$ cat src/rtl/core/bfdh_pkg.sv
// ----------------------------------------------------------------------------
// bfdh_pkg
// Shared widths, register indexes, command codes and control structs of the
// double-hash bloom filter.
// ----------------------------------------------------------------------------
package bfdh_pkg;

  // field and register widths
  localparam int HASH_W    = 64;
  localparam int BC_W      = 21;
  localparam int PC_W      = 6;
  localparam int CFG_IDX_W = 2;
  localparam int CFG_DATA_W = BC_W;

  // register indexes
  localparam logic [CFG_IDX_W-1:0] REG_BIT_COUNT   = 2'd0;
  localparam logic [CFG_IDX_W-1:0] REG_PROBE_COUNT = 2'd1;

  // register reset values
  localparam logic [BC_W-1:0] BIT_COUNT_RST   = 21'd1048576;
  localparam logic [PC_W-1:0] PROBE_COUNT_RST = 6'd9;

  // command codes
  localparam logic CMD_INSERT = 1'b0;
  localparam logic CMD_QUERY  = 1'b1;

  // modulo reduction unit: bits retired per cycle
  localparam int RED_STEP   = 4;
  localparam int RED_CYCLES = HASH_W / RED_STEP;
  localparam int RED_CNT_W  = $clog2(RED_CYCLES);

  // 2^64 - 1, reduced to get 2^64 mod m
  localparam logic [HASH_W-1:0] ALL_ONES = {HASH_W{1'b1}};

  // reduction unit handshake
  typedef struct packed {
    logic start;
  } red_ctl_t;

  typedef struct packed {
    logic done;
  } red_stat_t;

  // bit store access request
  typedef struct packed {
    logic rd;
    logic wr;
  } store_req_t;

endpackage

$ cat src/rtl/core/bfdh_store.sv
// ----------------------------------------------------------------------------
// bfdh_store
// Single-bit filter memory with one access port and a registered read.
// A clearing pass after reset writes every entry to zero.
// ----------------------------------------------------------------------------
module bfdh_store
  import bfdh_pkg::*;
#(
  parameter int DEPTH = 64,
  parameter int AW    = 6
) (
  input  logic          clk,
  input  logic          rst_n,
  input  store_req_t    req,
  input  logic [AW-1:0] addr,
  output logic          rdata,
  output logic          clearing
);

  logic          mem [DEPTH];
  logic          clr_busy_r;
  logic [AW-1:0] clr_addr_r;
  logic          rdata_r;
  logic          wr_en;
  logic [AW-1:0] wr_addr;
  logic          wr_data;

  // clearing sweep, one entry a cycle
  always_ff @(posedge clk) begin
    if (!rst_n) begin
      clr_busy_r <= 1'b1;
      clr_addr_r <= '0;
    end else if (clr_busy_r) begin
      clr_addr_r <= clr_addr_r + AW'(1);
      if (clr_addr_r == AW'(DEPTH - 1)) begin
        clr_busy_r <= 1'b0;
      end
    end
  end

  // write port mux: sweep has priority
  assign wr_en   = clr_busy_r | req.wr;
  assign wr_addr = clr_busy_r ? clr_addr_r : addr;
  assign wr_data = ~clr_busy_r;

  // memory array
  always_ff @(posedge clk) begin
    if (wr_en) begin
      mem[wr_addr] <= wr_data;
    end
    if (req.rd) begin
      rdata_r <= mem[addr];
    end
  end

  assign rdata    = rdata_r;
  assign clearing = clr_busy_r;

endmodule

$ cat config.mk
export PLATFORM = sky130hd
export DESIGN_NAME = bfdh_store
export DESIGN_NICKNAME = d
export VERILOG_FILES = /design/src/rtl/core/bfdh_pkg.sv /design/src/rtl/core/bfdh_store.sv
export SDC_FILE = /design/constraint.sdc
export NUM_CORES = 1
export LEC_CHECK = 0
export BUFFER_PORTS_ARGS = -buffer_cell sky130_fd_sc_hd__buf_2
export CAP_MARGIN = 20
export CORE_MARGIN = 4
export CORE_UTILIZATION = 41
export CTS_BUF_LIST = sky130_fd_sc_hd__clkbuf_8
export DETAILED_ROUTE_END_ITERATION = 16
export MAX_ROUTING_LAYER = met4
export PLACE_DENSITY_LB_ADDON = 0.08
export SLEW_MARGIN = 30
export SYNTH_ARGS = -nofsm -noshare
export SYNTH_HDL_FRONTEND = slang
export SYNTH_SLANG_ARGS = --single-unit
$ cat constraint.sdc
create_clock -name clk -period 7.05 [get_ports clk]
set_input_delay 0.3525 -clock clk [delete_from_list [all_inputs] [get_ports clk]]
set_output_delay 0.3525 -clock clk [all_outputs]
set_load 0.01 [all_outputs]
==> results by group <==
Status
  – Status: completed

Drt
  – Post-route ant nets: 0
  – Vias per cell: 5.46
  – Drt wl/cell: 18.2 um
  – DRT Pass-1 Iters: 4
  – Iteration-0 DRC Markers: 107
  – Via count: 2074
  – Routed wire length: 6910 um
  – DRC: 0

Yosys
  – Syn. warnings: 0
  – Post-Syn Area: 0.00335 mm^2
  – Average cell area after synthesis: 12.8 um^2
  – Synth Register Bits: 72
  – Post-synth EDFFs: 65
  – Synth area leaders: edfxtp_1 (58%), nor2_1 (7.7%), mux4_2 (5.4%)
  – Mapped Nets: 273
  – Synth top area share: 0.583
  – Count of cell types in the netlist: 44
  – Top_reg_cell synth: edfxtp_1
  – Synth cell count leaders: nor2_1 (69), edfxtp_1 (65), nand2_1 (26)
  – Top-count cell post-synth: nor2_1
  – Post-synth ARST share: 0
  – Mapped Cells: 262
  – Seq/Total Area, Yosys: 0.625
  – Synth area leader: edfxtp_1

Floorplan
  – Initial core utilization: 0.426
  – Top-level port count: 12
  – Die area: 0.00967 mm^2
  – Core Rows: 32
  – Chip height: 98.4 um
  – Die width: 98.4 um
  – Core ar.: 0.00785 mm^2

Setup path
  – Slowest CP cell: dfxtp_1
  – CP Buf/Inv Count: 2
  – Crit path largest cell delay: 0.58 ns
  – Crit Path Max Fanout: 70
  – Kind of cell adding the most delay to the critical path: simple AND/OR/NAND/NOR gates
  – Critical Path RT: 7.09 ns
  – CP startpoint kind: register
  – Worst setup path class: reg -> reg
  – Reg2reg path depth: 6
  – Crit path top cell by count: nand2_1
  – CP Data Arrival Time: 2.78 ns
  – Crit-path cells: inv_1, buf_4, nand2_1, o21ai_0, nand2_1, nor2_1
  – WP depth: 6
  – Crit. End Element: register

STA
  – Clock skew: 0.00564 ns
  – Worst setup margin: 4.31 ns
  – Slew Limit Fails: 0
  – Slew @ Worst Pin: 0.828 ns
  – Final Cycle Share: 0.388
  – Relative slew slack: 0.447
  – Worst hold slack: 0.211 ns
  – Final Critical Period: 2.74 ns
  – Hold Vio Cnt, Final: 0
  – Setup TNS: 0 ns
  – Fmax: 365 MHz
  – Final Setup Violations: 0
  – RSZ-0062 raised after global routing: no

Placed design
  – DP Cell Count: 364
  – RePlAce Congestion: 0.730
  – Area after DPL: 0.00348 mm^2
  – DP HPWL: 4430 um
  – Port Buffers: 11
  – Setup WS pre-CTS: 4.27 ns

Final layout
  – Layout area overhead: 11.1%
  – Multi-input logic area: 0.00119 mm^2
  – NumNets Final: 284
  – Filler Cells Inserted: 767
  – Register area: 0.00209 mm^2
  – Core Util, Final: 0.474
  – Layout cells sized above 1: 0.151
  – Non-filler cells, final: 380
  – Final instance area: 0.00372 mm^2
  – ANT cells: 0

Clock tree
  – Clock transition at path regs: 0.07 ns
  – Max Buffers Root-to-Sink: 2
  – CTS Root Buffer Type: clkbuf_8
  – Worst skew pair latency: 0.33 ns
  – Post-CTS Hold Fix Bufs: 0
  – Total setup buffers inserted after CTS: 0
  – CTS tree: built
  – H-tree Lvls: 3
  – Total CTS buffers: 9
  – Resized cells post-CTS: 0
  – Sink Count: 72

Power and ir drop
  – PwrDens: 240 mW/mm^2
  – Tot Pwr: 0.894 mW
  – Peak VDD IR: 0.123 mV
  – Pleak: 1.29 nW

Hold path
  – Hold path depth: 1
  – Worst Hold Class: in -> reg

Global routing
  – Largest net degree at the start of global routing: 71
  – Initial antenna violation count: 0
  – Grt total ovfl: 0
  – First-pass GRT wire length: 11000 um
  – GR Util All Layers: 0.157
  – Vias in the first global route: 2014

Job
  – Max Cap Violations: 0
report_power, final:
| part | total (mW) | internal [mW] | switching (mW) |
|---|---|---|---|
| Sequential | 0.466 | 0.462 | 0.00353 |
| Combinational | 0.0513 | 0.0195 | 0.0318 |
| Clock | 0.377 | 0.232 | 0.144 |
| Total | 0.894 | 0.714 | 0.180 |
worst paths after layout:
check                     start        to  slack (ns)
setup / recovery       clearing   mem[31]        4.31
hold / removal           req[1]     rdata        0.21
setup reg to reg       clearing   mem[31]        4.31
hold reg to reg   clr_addr_r[4]  clearing        0.61
kinds of logic after synthesis:
logic type | Yosys count | synth area share
and+or+nand+nor | 121 | 0.157
DFF | 72 | 0.625
adders and majority gates | 1 | 0.00374
xor gates and xnor gates | 5 | 0.0131
muxes | 24 | 0.133
AOI/OAI and AO/OA | 23 | 0.0479
buffers and inverters | 16 | 0.0206
cell usage in the layout (no fill, tap or decap), drive strengths merged, types with 5 or more instances in the layout:
cell type,count
and2,5
buf,12
clkbuf,9
dfxtp,7
edfxtp,65
inv,5
mux2,6
mux4,14
nand2,26
nor2,69
o21ai,5
o22ai,5
flip-flops by register name, summed over array words and instances, names as in the netlist:
register,count
rdata,1
clearing,1
mem,64
clr_addr_r,6
layout make-up:
| type | count | share of cell area |
|---|---|---|
| clock buffer | 9 | 0.0333 |
| tap | 102 | 0.0343 |
| multi-input combinational | 174 | 0.319 |
| timing repair buffer | 12 | 0.0168 |
| sequential | 72 | 0.563 |
| clock inverter | 7 | 0.0299 |
| inverter | 4 | 0.00404 |
routing by layer:
metal,part of all wire,vias to the layer above,track usage
li1,-,986,-
met1,0.50,1031,0.228
met2,0.45,45,0.225
met3,0.034,12,0.0257
met4,0.017,0,0.0567
met5,0,-,-
Power figures use the tool's default switching activity.
