**config.mk**
```make
export PLATFORM = sky130hd
export DESIGN_NAME = bfdh_modred
export DESIGN_NICKNAME = d
export VERILOG_FILES = /design/src/rtl/core/bfdh_pkg.sv /design/src/rtl/core/bfdh_modred.sv
export SDC_FILE = /design/constraint.sdc
export NUM_CORES = 1
export LEC_CHECK = 0
export BUFFER_PORTS_ARGS = -buffer_cell sky130_fd_sc_hd__buf_2
export CAP_MARGIN = 20
export CORE_ASPECT_RATIO = 1.2
export CORE_MARGIN = 10
export CORE_UTILIZATION = 30
export CTS_CLUSTER_DIAMETER = 50
export DETAILED_ROUTE_END_ITERATION = 7
export PLACE_DENSITY = 0.5
export RECOVER_POWER = 100
export SLEW_MARGIN = 20
export SYNTH_ARGS = -nofsm -noshare
export SYNTH_HDL_FRONTEND = slang
export SYNTH_SLANG_ARGS = --single-unit
```
**constraint.sdc**
```tcl
create_clock -name clk -period 21.2 [get_ports clk]
set_input_delay 0 -clock clk [delete_from_list [all_inputs] [get_ports clk]]
set_output_delay 0 -clock clk [all_outputs]
set_load 0.005 [all_outputs]
```
**src/rtl/core/bfdh_pkg.sv**
```systemverilog
// ----------------------------------------------------------------------------
// bfdh_pkg
// Shared widths, register indexes, command codes and control structs of the
// double-hash bloom filter.
// ----------------------------------------------------------------------------
package bfdh_pkg;

  // field and register widths
  localparam int HASH_W    = 64;
  localparam int BC_W      = 21;
  localparam int PC_W      = 6;
  localparam int CFG_IDX_W = 2;
  localparam int CFG_DATA_W = BC_W;

  // register indexes
  localparam logic [CFG_IDX_W-1:0] REG_BIT_COUNT   = 2'd0;
  localparam logic [CFG_IDX_W-1:0] REG_PROBE_COUNT = 2'd1;

  // register reset values
  localparam logic [BC_W-1:0] BIT_COUNT_RST   = 21'd1048576;
  localparam logic [PC_W-1:0] PROBE_COUNT_RST = 6'd9;

  // command codes
  localparam logic CMD_INSERT = 1'b0;
  localparam logic CMD_QUERY  = 1'b1;

  // modulo reduction unit: bits retired per cycle
  localparam int RED_STEP   = 4;
  localparam int RED_CYCLES = HASH_W / RED_STEP;
  localparam int RED_CNT_W  = $clog2(RED_CYCLES);

  // 2^64 - 1, reduced to get 2^64 mod m
  localparam logic [HASH_W-1:0] ALL_ONES = {HASH_W{1'b1}};

  // reduction unit handshake
  typedef struct packed {
    logic start;
  } red_ctl_t;

  typedef struct packed {
    logic done;
  } red_stat_t;

  // bit store access request
  typedef struct packed {
    logic rd;
    logic wr;
  } store_req_t;

endpackage

```
**src/rtl/core/bfdh_modred.sv**
```systemverilog
// ----------------------------------------------------------------------------
// bfdh_modred
// Shared restoring reduction unit: a 64-bit operand modulo a 21-bit modulus,
// RED_STEP bits per cycle, most significant bits first.
// ----------------------------------------------------------------------------
module bfdh_modred
  import bfdh_pkg::*;
(
  input  logic              clk,
  input  logic              rst_n,
  input  red_ctl_t          ctl,
  input  logic [HASH_W-1:0] operand,
  input  logic [BC_W-1:0]   modulus,
  output red_stat_t         stat,
  output logic [BC_W-1:0]   rem
);

  logic                 busy_r;
  logic                 done_r;
  logic [RED_CNT_W-1:0] cnt_r;
  logic [HASH_W-1:0]    val_r;
  logic [BC_W-1:0]      rem_r;
  logic [BC_W-1:0]      rem_nxt;

  // RED_STEP shift / compare / subtract steps on the running remainder
  always_comb begin
    logic [BC_W:0] t;
    rem_nxt = rem_r;
    for (int j = 0; j < RED_STEP; j++) begin
      t = {rem_nxt, val_r[HASH_W-1-j]};
      if (t >= {1'b0, modulus}) begin
        t = t - {1'b0, modulus};
      end
      rem_nxt = t[BC_W-1:0];
    end
  end

  // control
  always_ff @(posedge clk) begin
    if (!rst_n) begin
      busy_r <= 1'b0;
      done_r <= 1'b0;
      cnt_r  <= '0;
    end else begin
      // done pulses for one cycle after the last step
      done_r <= ~ctl.start & busy_r & (cnt_r == RED_CNT_W'(RED_CYCLES - 1));
      if (ctl.start) begin
        busy_r <= 1'b1;
        cnt_r  <= '0;
      end else if (busy_r) begin
        cnt_r <= cnt_r + RED_CNT_W'(1);
        if (cnt_r == RED_CNT_W'(RED_CYCLES - 1)) begin
          busy_r <= 1'b0;
        end
      end
    end
  end

  // datapath
  always_ff @(posedge clk) begin
    if (ctl.start) begin
      val_r <= operand;
      rem_r <= '0;
    end else if (busy_r) begin
      val_r <= val_r << RED_STEP;
      rem_r <= rem_nxt;
    end
  end

  assign stat.done = done_r;
  assign rem       = rem_r;

endmodule

```
==> results of run 1 <==
sequential cells by signal (all words and copies together), names as in the netlist:
signal and flops:
busy_r 1, cnt_r 4, stat 1, val_r 64, rem 21
cells by family after synthesis:
logic type / Yosys count / synth area share (%)
compound gates: 253 / 19.4
xor+xnor: 65 / 6.48
fa+ha+maj: 89 / 13.0
buf+inv: 86 / 3.90
flops: 91 / 28.0
mux: 113 / 14.3
simple gates: 267 / 14.8
critical path, delay by kind of cell (launching register included):
kind	cells	cell delay [ns]
muxes	3	1.55
AOI/OAI and AO/OA	23	9.23
buffers and inverters	2	0.12
DFF	1	0.35
adders and majority gates	5	2.00
and+or+nand+nor	8	2.13
what timing repair did:
item                                    CTS  global route
endpoints found under the setup margin    0             0
hold buffers                             64             0
hold endpoints to repair                 64             0
final timing paths:
| kind | cells after the start | startpoint | end |
|---|---|---|---|
| min | 2 | operand[63] | val_r[63] |
| max reg2reg | 41 | val_r[63] | rem[18] |
| min reg2reg | 2 | cnt_r[3] | stat |
| max | 41 | val_r[63] | rem[18] |
placed cells by master, fill, tap and decap left out, drive strengths merged, types with 5 or more instances in the layout:
master       count
nor2b           11
buf             87
nand3           16
nor4             7
inv             57
and2             7
o31ai            6
and3             7
nor3            24
ha              85
a21oi           75
edfxtp          64
mux2           100
nor2            80
or2              6
o211ai           7
a21boi           5
xnor2           39
nand4           18
a31oi            8
a21o            21
xor2            26
dlygate4sd3     64
nand2b          10
nand2           63
o21ai           45
mux2i           13
clkbuf          35
o21a            18
a311oi          13
a211oi          13
o21bai           7
dfxtp           27
synthesized netlist by cell type, drive strengths merged (7+ instances only):
cell type	instances
mux2	100
ha	85
nor2	80
a21oi	75
edfxtp	64
nand2	63
inv	53
o21ai	45
xnor2	39
dfxtp	27
clkbuf	26
xor2	26
nor3	24
a21o	21
nand4	18
o21a	18
nand3	16
a211oi	13
a311oi	13
mux2i	13
nor2b	11
nand2b	10
a31oi	8
and2	7
and3	7
buf	7
nor4	7
o211ai	7
o21bai	7
routing by layer:
| layer | global-route usage [%] | share of wire (%) | wire, um | vias to the layer above |
|---|---|---|---|---|
| met2 | 24.0 | 46 | 12600 | 184 |
| met5 | 0 | 0 | 0 | - |
| met1 | 18.1 | 46 | 12600 | 3658 |
| met3 | 3.53 | 5.3 | 1450 | 38 |
| li1 | - | - | - | 3930 |
| met4 | 5.58 | 2.8 | 776 | 0 |
cell type report:
class / count / share of cell area, %
well taps: 385 / 4.56
repair buffers: 177 / 11.1
clock inverters: 7 / 0.616
diodes: 2 / 0.0473
multi-input cells: 787 / 56.3
flip-flops and latches: 91 / 23.3
inverters: 53 / 1.88
clock buffers: 9 / 2.13
stage by stage:
step	hold WS, ns	setup WS [ns]	cell area (um2)	instances
floorplan	0.118	10.48	8780	964
global placement	0.244	9.38	9710	1429
detailed placement	0.250	9.21	9710	1429
CTS	0.0190	9.17	10600	1509
global route	0.101	4.19	10600	1510
finish	0.0691	5.51	10600	1511
==> impl_results.md, run 1 <==
* Num CTS Buffers at 9
* First-pass GRT wire length at 43100 um
* CORE AREA at 28800 um2
* Starting Density at 30.4%
* # setup viols final at 0
* WL final at 27500 um
* First DRT Iteration DRCs at 413
* Worst Hold Class: in2reg
* Sequential area share after synthesis at between 20% and 30%
* Layout cells sized above 1 at 18.8%
* Cell count after synthesis at 964
* Avg Inst Size Synth at 9.11 um2
* H-tree level count at 3
* Most frequent CP cell: o21ai_0
* HPWL Detailed at 21900 um
* Root buffer cell: clkbuf_16
* Vias in the first global route at 8036
* Vias/cell at around 5.2
* Syn nets at roughly 1100
* Nature of the critical path startpoint: flip-flop
* Number of synthesized flops with an enable pin at 64
* Area leader, netlist: edfxtp_1
* Synth cell types at 69
* Worst-path clk slew at 0.08 ns
* Post-CTS Resized at 0
* RSZ-0062 raised after global routing: no
* Setup Crit Path Kind: reg2reg
* WL per Instance at 18.2 um
* Worst path slowest cell: o21ai_0
* Core Rows at between 60 and 70
* Die W at 176 um
* FF+latch area at 2460 um2
* P&R area growth vs syn at 20.4%
* FF+latch count, synth at 91
* Crit Path Max Fanout at 33
* Yosys warnings at 0
* Max-slew violations at 228
* Worst EP arrival at 15.79 ns
* Mapped cell area at around 9000 um2
* Initial antenna violation count at 2
* Die Ht at 207 um
* Max-Cap Viols at 5
* Final Cycle Share at roughly three quarters
* Worst stage delay on the critical path at 2.47 ns
* Synth top area cells: edfxtp_1 (22%), mux2_2 (13%), ha_1 (12%)
* Final worst path period need at 15.69 ns
* Worst slew pin tran at 3.79 ns
* Failing checks: capacitance limit, slew limit
* Worst reg-to-reg setup slack at 5.51 ns
* Clock net sink count at 91
* Setup crit end kind: flip-flop
* Final setup TNS at 0 ns
* Max Root-Sink Buffers at 2
* Post-route core utilization at between 30 and 40%
* I/O Buffers at 109
* Worst skew pair latency at 0.36 ns
* Total grt overflow at 0
* I/O pin count at between 100 and 150
* Net count, final at 1296
* TritonCTS clock tree: built
* Filler instances at 2974
* Multi-input logic area at 5960 um2
* DR vias at 7810
* Drt drc at 0
* Final setup skew at 0.0127 ns
* Max Fclk at around 64 MHz
* Share of the synthesized area in the top cell type at between 20% and 30%
* Largest net degree at the start of global routing at 65
* Antenna Nets Post-Route at 0
* Routability Congestion at just over 0.9
* Post-synth top flop: edfxtp_1
* Post-CTS setup buffer count at 0
* First-pass DRT Iterations at 4
* Outcome: finished, violations left
* Die Area at 36500 um2
* Critical Path RT at 21.30 ns
* Final Hold Fails at 0
* Post-synth ARST share at 0%
* Rel. slew slack at -153%
* GRT Total Usage at about 15%
Power of run 1 is not shown: default switching activity piles up to over one toggle a cycle in this logic, so the estimate is an artifact.
==> run 2, diff against run 1 <==
--- a/config.mk
+++ b/config.mk
@@ -5,6 +5,7 @@
 export SDC_FILE = /design/constraint.sdc
 export NUM_CORES = 1
 export LEC_CHECK = 0
+export ABC_AREA = 1
 export BUFFER_PORTS_ARGS = -buffer_cell sky130_fd_sc_hd__buf_2
 export CAP_MARGIN = 20
 export CORE_ASPECT_RATIO = 1.2
@@ -12,7 +13,7 @@
 export CORE_UTILIZATION = 30
 export CTS_CLUSTER_DIAMETER = 50
 export DETAILED_ROUTE_END_ITERATION = 7
-export PLACE_DENSITY = 0.5
+export PLACE_DENSITY = 0.51
 export RECOVER_POWER = 100
 export SLEW_MARGIN = 20
 export SYNTH_ARGS = -nofsm -noshare
==> constraint.sdc (replaced) <==
create_clock -name clk -period 13.1 [get_ports clk]
set_input_delay 0 -clock clk [delete_from_list [all_inputs] [get_ports clk]]
set_output_delay 0 -clock clk [all_outputs]
set_load 0.005 [all_outputs]
==> run 2 against run 1 <==
The run still ends with capacitance limit, slew limit left. Critical endpoint is now rem[4]. Worst hold slack lost 0.017 ns. Clock skew shrank 0.0050 ns. Worst setup slack lost 3.4 ns. Non-clock buffer count grew 2. Count of clock-buffer cells in the layout is the same. Maximum frequency grew 43%. Routed wire length grew 28%. Synthesized cell count grew 55%. Highest routed layer is now met5.
==> impl_results.md, run 2 <==
* Commonest non-fill, non-tap cells in the layout: nand2_1 (624), inv_1 (194), buf_2 (91), ha_1 (85), a21oi_1 (79)
* Post-synth top flop: edfxtp_1
* Failing checks: capacitance limit, slew limit
* Worst skew pair latency at 0.35 ns (about the same)
* Avg Inst Size Synth at 6.39 um2 (-30%)
* Most frequent cell after synthesis: nand2_1
* # setup viols final at 0 (unchanged)
* Vias in the first global route at 9839 (+22%)
* P&R area growth vs syn at 18.9%
* WL per Instance at 17.1 um (-6.1%)
* Post-route cell area at 11400 um2 (+7.5%)
* Net count, final at 1828 (+41%)
* Critical Path RT at 13.39 ns (-7.91 ns)
* Initial antenna violation count at 6 (+4)
* Worst slew pin tran at 3.43 ns (-0.358 ns)
* Core Rows at 71 (+4.4%)
* Routability Congestion at 0.944 (+3.7%)
* CORE AREA at 31400 um2 (+8.7%)
* Starting Density at 30.5% (about the same)
* Worst Hold Class: in2reg
* Area leader, netlist: nand2_1
* Die Area at 39400 um2 (+7.9%)
* Setup Crit Path Kind: reg2reg
* Max-Cap Viols at 4 (-1)
* Num CTS Buffers at 9 (unchanged)
* Post-CTS setup buffer count at 0 (unchanged)
* Mapped cell area at 9550 um2 (+8.8%)
* Nature of the critical path startpoint: flip-flop
* Sequential area share after synthesis at 25.8% (-2.3 points)
* Largest net degree at the start of global routing at 69 (+6.2%)
* Syn nets at 1672 (+47%)
* First-pass DRT Iterations at 5 (+1)
* Final Cycle Share at 83.6% (+9.6 points)
* HPWL Detailed at 27600 um (+26%)
* Final worst path period need at 10.95 ns (-4.74 ns)
* First DRT Iteration DRCs at 778 (+88%)
* Worst reg-to-reg setup slack at 2.15 ns (-3.36 ns)
* Most common cell after layout, fill and taps aside: nand2_1
* TritonCTS clock tree: built
* Share of the synthesized area in the top cell type at 24.5% (+2.6 points)
* Top cells by count, synth: nand2_1 (624), inv_1 (194), ha_1 (85), a21oi_1 (80), nand3_1 (77)
* Total grt overflow at 0 (unchanged)
* First-pass GRT wire length at 54200 um (+26%)
* Dpl cell area at 10500 um2 (+7.8%)
* Drt drc at 0 (unchanged)
* Final Hold Fails at 0 (unchanged)
* Worst EP arrival at 11.24 ns (-4.55 ns)
* Die W at 183 um (+3.8%)
* Layout cells sized above 1 at 8.46% (-10 points)
* Outcome: finished, violations left
* I/O Buffers at 109 (unchanged)
* Max Fclk at 91.3 MHz (+43%)
* Final setup skew at 0.00766 ns (-0.00501 ns)
* Worst-path clk slew at 0.07 ns (about the same)
* Max FFs per register at 64 (unchanged)
* H-tree level count at 3 (unchanged)
* Number of synthesized flops with an enable pin at 64 (unchanged)
* Biggest register: val_r
* Rel. slew slack at -129% (+24 points)
* RSZ-0062 raised after global routing: no
* I/O pin count at 110 (unchanged)
* Max-slew violations at 201 (-12%)
* Die Ht at 215 um (+3.9%)
* Clock net sink count at 91 (unchanged)
* Crit Path Max Fanout at 41 (+24%)
* Worst path slowest cell: nor2_1
* FF+latch count, synth at 91 (unchanged)
* Setup crit end kind: flip-flop
* Antenna Nets Post-Route at 0 (unchanged)
* Yosys warnings at 0 (unchanged)
* Synth cell types at 44 (-36%)
* WL final at 35100 um (+28%)
* GRT Total Usage at 17.4% (+2.7 points)
* Worst stage delay on the critical path at 1.25 ns (-1.22 ns)
* Cell count after synthesis at 1495 (+55%)
* Max Root-Sink Buffers at 2 (unchanged)
* Final setup TNS at 0 ns (unchanged)
* DR vias at 9978 (+28%)
* Post-synth ARST share at 0% (unchanged)
* Root buffer cell: clkbuf_16
* Most frequent CP cell: nand2_1
* Synth top area cells: nand2_1 (25%), edfxtp_1 (20%), ha_1 (11%)
* Vias/cell at 4.85 (-6.2%)
[run 2: cell types whose count changed after synthesis, moves of 16 or more]
cell / previous run / this run
o21a_1: 18 / 2
nand3_1: 16 / 77
mux2_2: 99 / 0
nand2_1: 63 / 624
inv_1: 53 / 194
[run 2: stage by stage]
stage	instances	worst slack (ns)	hold slack, ns	util (%)
2_1_floorplan	1495	5.67	0.151	-
3_3_place_gp	1977	2.89	0.257	33.4
3_5_place_dp	1977	2.83	0.262	33.4
5_1_grt	2057	0.987	0.0571	36.2
4_1_cts	2056	2.79	0.0350	36.4
6_report	2058	2.15	0.0521	36.2
[run 2: final cells by class]
type | count | area [um2]
diodes | 2 | 5.00
clock buffers | 9 | 225
clock inverters | 6 | 65.1
fillers | 3408 | 20000
inverters | 199 | 747
multi-input cells | 1171 | 6160
flip-flops and latches | 91 | 2460
well taps | 401 | 502
repair buffers | 179 | 1190
[run 2: metal layers]
metal	global-route usage, %	vias up	routed length, um
li1	-	5087	-
met1	21.1	4490	14800
met2	29.5	310	16600
met3	2.59	83	1990
met4	8.19	8	1680
met5	0	-	49
[run 2: final timing paths]
check / start / endpoint / depth (start not counted)
worst max-delay path: val_r[63] / rem[4] / 51
worst min-delay path: operand[63] / val_r[63] / 3
worst max register to register: val_r[63] / rem[4] / 51
worst min register to register: cnt_r[0] / cnt_r[0] / 1
[run 2: timing repair]
item,4_1_cts,5_1_grt
hold buffers,64,0
hold endpoints to repair,65,0
resized for setup,0,0
[run 2: cell families after synthesis]
group	Yosys count	share of synthesized area [%]
and+or+nand+nor	844	36.4
buffers and inverters	233	9.69
AOI/OAI and AO/OA	169	9.86
DFF	91	25.8
adders and majority gates	89	12.0
xor gates and xnor gates	69	6.33
[run 2: worst max-delay path, delay by kind of cell (launching register included)]
kind	cells	cell delay, ns
AOI/OAI and AO/OA	11	2.65
buffers and inverters	8	0.75
adders and majority gates	5	1.70
DFF	1	0.38
and+or+nand+nor	27	5.35
Power of run 2 is left out for the same reason.
==> run 3, diff against run 2 <==
--- a/config.mk
+++ b/config.mk
@@ -13,7 +13,7 @@
 export CORE_UTILIZATION = 30
 export CTS_CLUSTER_DIAMETER = 50
 export DETAILED_ROUTE_END_ITERATION = 7
-export PLACE_DENSITY = 0.51
+export PLACE_DENSITY = 0.5
 export RECOVER_POWER = 100
 export SLEW_MARGIN = 20
 export SYNTH_ARGS = -nofsm -noshare
==> constraint.sdc (replaced) <==
create_clock -name clk -period 11.31 [get_ports clk]
set_input_delay 0 -clock clk [delete_from_list [all_inputs] [get_ports clk]]
set_output_delay 0 -clock clk [all_outputs]
set_load 0.005 [all_outputs]
==> run 3 against run 2 <==
The flow still finishes with violations (capacitance limit, slew limit). Clock skew fell by 0.0010 ns. Routed wire length rose by 0.57%. Final area grew 0.17%. Count of clock-buffer cells in the layout up 1. Via count grew 0.41%. Worst setup slack worse by 0.93 ns. Critical path type unchanged.
==> impl_results.md, run 3 (synthesized netlist as in run 2, its figures left out) <==
* Outcome: finished, violations left
* Failing checks: capacitance limit, slew limit
* Met2 usage at 30.6% (+1.0 points)
* Final Hold Fails at 0 (unchanged)
* Worst slew pin tran at 3.60 ns (+0.168 ns)
* TritonCTS clock tree: built
* Setup Crit Path Kind: reg2reg
* Die Area at 39400 um2 (unchanged)
* Multi-input logic area at 6170 um2 (+0.12%)
* Most common cell after layout, fill and taps aside: nand2_1
* H-tree level count at 3 (unchanged)
* FF-to-FF End: rem[8]
* Worst setup path end: rem[8]
* Die Ht at 215 um (unchanged)
* Largest net degree at the start of global routing at 69 (unchanged)
* Vias in the first global route at 10308 (+4.8%)
* Filler instances at 3473 (+1.9%)
* Worst reg-to-reg setup slack at 1.22 ns (-0.93 ns)
* I/O Buffers at 109 (unchanged)
* Vias/cell at 4.86 (+0.31%)
* WL per Instance at 17.1 um (+0.47%)
* Most frequent CP cell: nand2_1
* Max-Cap Viols at 3 (-1)
* RSZ-0062 raised after global routing: no
* DR vias at 10019 (+0.41%)
* Crit Path Max Fanout at 26 (-37%)
* Clock net sink count at 91 (unchanged)
* Die W at 183 um (unchanged)
* Rel. slew slack at -140% (-11 points)
* Reg2Reg Depth at 54 (+5.9%)
* Net count, final at 1829 (+0.055%)
* First DRT Iteration DRCs at 736 (-5.4%)
* Setup crit end kind: flip-flop
* First-pass DRT Iterations at 5 (unchanged)
* Worst Hold Class: in2reg
* First-pass GRT wire length at 55700 um (+2.7%)
* Root buffer cell: clkbuf_16
* HPWL Detailed at 28000 um (+1.3%)
* Worst stage delay on the critical path at 0.75 ns (-0.50 ns)
* Post-route cell area at 11400 um2 (+0.17%)
* CORE AREA at 31400 um2 (unchanged)
* Routability Congestion at 0.960 (+1.7%)
* Worst skew pair latency at 0.35 ns (about the same)
* Num CTS Buffers at 9 (unchanged)
* Post-route core utilization at 36.3% (+0.060 points)
* Commonest non-fill, non-tap cells in the layout: nand2_1 (624), inv_1 (193), buf_2 (92), ha_1 (85), a21oi_1 (79)
* Nature of the critical path startpoint: flip-flop
* Worst path slowest cell: nor2_2
* Worst-path clk slew at 0.07 ns (about the same)
* Grt met3 use at 3.05% (+0.45 points)
* Core Rows at 71 (unchanged)
* Layout cells sized above 1 at 8.75% (+0.29 points)
* Biggest register: val_r
* Final setup TNS at 0 ns (unchanged)
* Total grt overflow at 0 (unchanged)
* FF+latch area at 2460 um2 (unchanged)
* Reg2reg start: val_r[63]
* Initial antenna violation count at 5 (-1)
* Max-slew violations at 183 (-9.0%)
* Antenna Nets Post-Route at 0 (unchanged)
* Post-CTS Resized at 0 (unchanged)
* Max Root-Sink Buffers at 2 (unchanged)
* Dpl cell area at 10500 um2 (about the same)
* I/O pin count at 110 (unchanged)
* GRT Total Usage at 17.8% (+0.37 points)
* Max Fclk at 99.1 MHz (+8.5%)
* WL final at 35300 um (+0.57%)
* Global route hottest layer: met2
* Worst EP arrival at 10.39 ns (-0.85 ns)
* Final Cycle Share at 89.2% (+5.7 points)
* Starting Density at 30.5% (unchanged)
* Post-CTS setup buffer count at 0 (unchanged)
* Final worst path period need at 10.09 ns (-0.857 ns)
* P&R area growth vs syn at 19.1%
* Critical Path RT at 11.61 ns (-1.78 ns)
* Hold_buf cts at 64 (unchanged)
* Drt drc at 0 (unchanged)
* # setup viols final at 0 (unchanged)
* Final setup skew at 0.00664 ns (-0.00102 ns)
* Met1 usage at 20.9% (-0.21 points)
* CP Launch Point: val_r[63]
* Max FFs per register at 64 (unchanged)
## run 3: layout make-up
type | count | area share [%]
multi-input combinational | 1171 | 54.2
sequential | 91 | 21.6
timing repair buffer | 180 | 10.5
inverter | 199 | 6.56
tap | 401 | 4.41
clock buffer | 10 | 2.10
clock inverter | 6 | 0.495
antenna | 2 | 0.0440
## run 3: critical path: cells and delay by family, from the launching register on
family                   cells  cell delay (ns)
AND/OR/NAND/NOR             31             4.33
AO/OA/AOI/OAI               10             2.39
adder cells (fa/ha/maj)      5             1.69
buffers and inverters        8             1.18
flip-flops                   1             0.39
## run 3: worst min-delay path by stage
| stage | to | slack [ns] | cells past startpoint | start |
|---|---|---|---|---|
| after floorplan | stat | 0.15 | 2 | rst_n |
| after global placement | val_r[2] | 0.26 | 3 | operand[2] |
| after detailed placement | val_r[1] | 0.26 | 3 | operand[1] |
| after CTS | val_r[63] | 0.04 | 3 | operand[63] |
| after global routing | val_r[63] | 0.05 | 3 | operand[63] |
| final | val_r[63] | 0.05 | 3 | operand[63] |
## run 3: routing by layer
metal | part of all wire, % | wire length, um
met2 | 48 | 16800
met5 | 0.10 | 36
met4 | 4.9 | 1730
met1 | 42 | 14800
met3 | 5.3 | 1880
## run 3: per-stage QoR
step	setup WS (ns)	std cells	hold WS (ns)
after floorplan	3.88	1495	0.151
after global placement	1.80	1978	0.255
final	1.22	2060	0.0547
after detailed placement	1.57	1978	0.264
after CTS	1.52	2058	0.0352
after global routing	0.315	2058	0.0534
Power of run 3 is left out for the same reason.
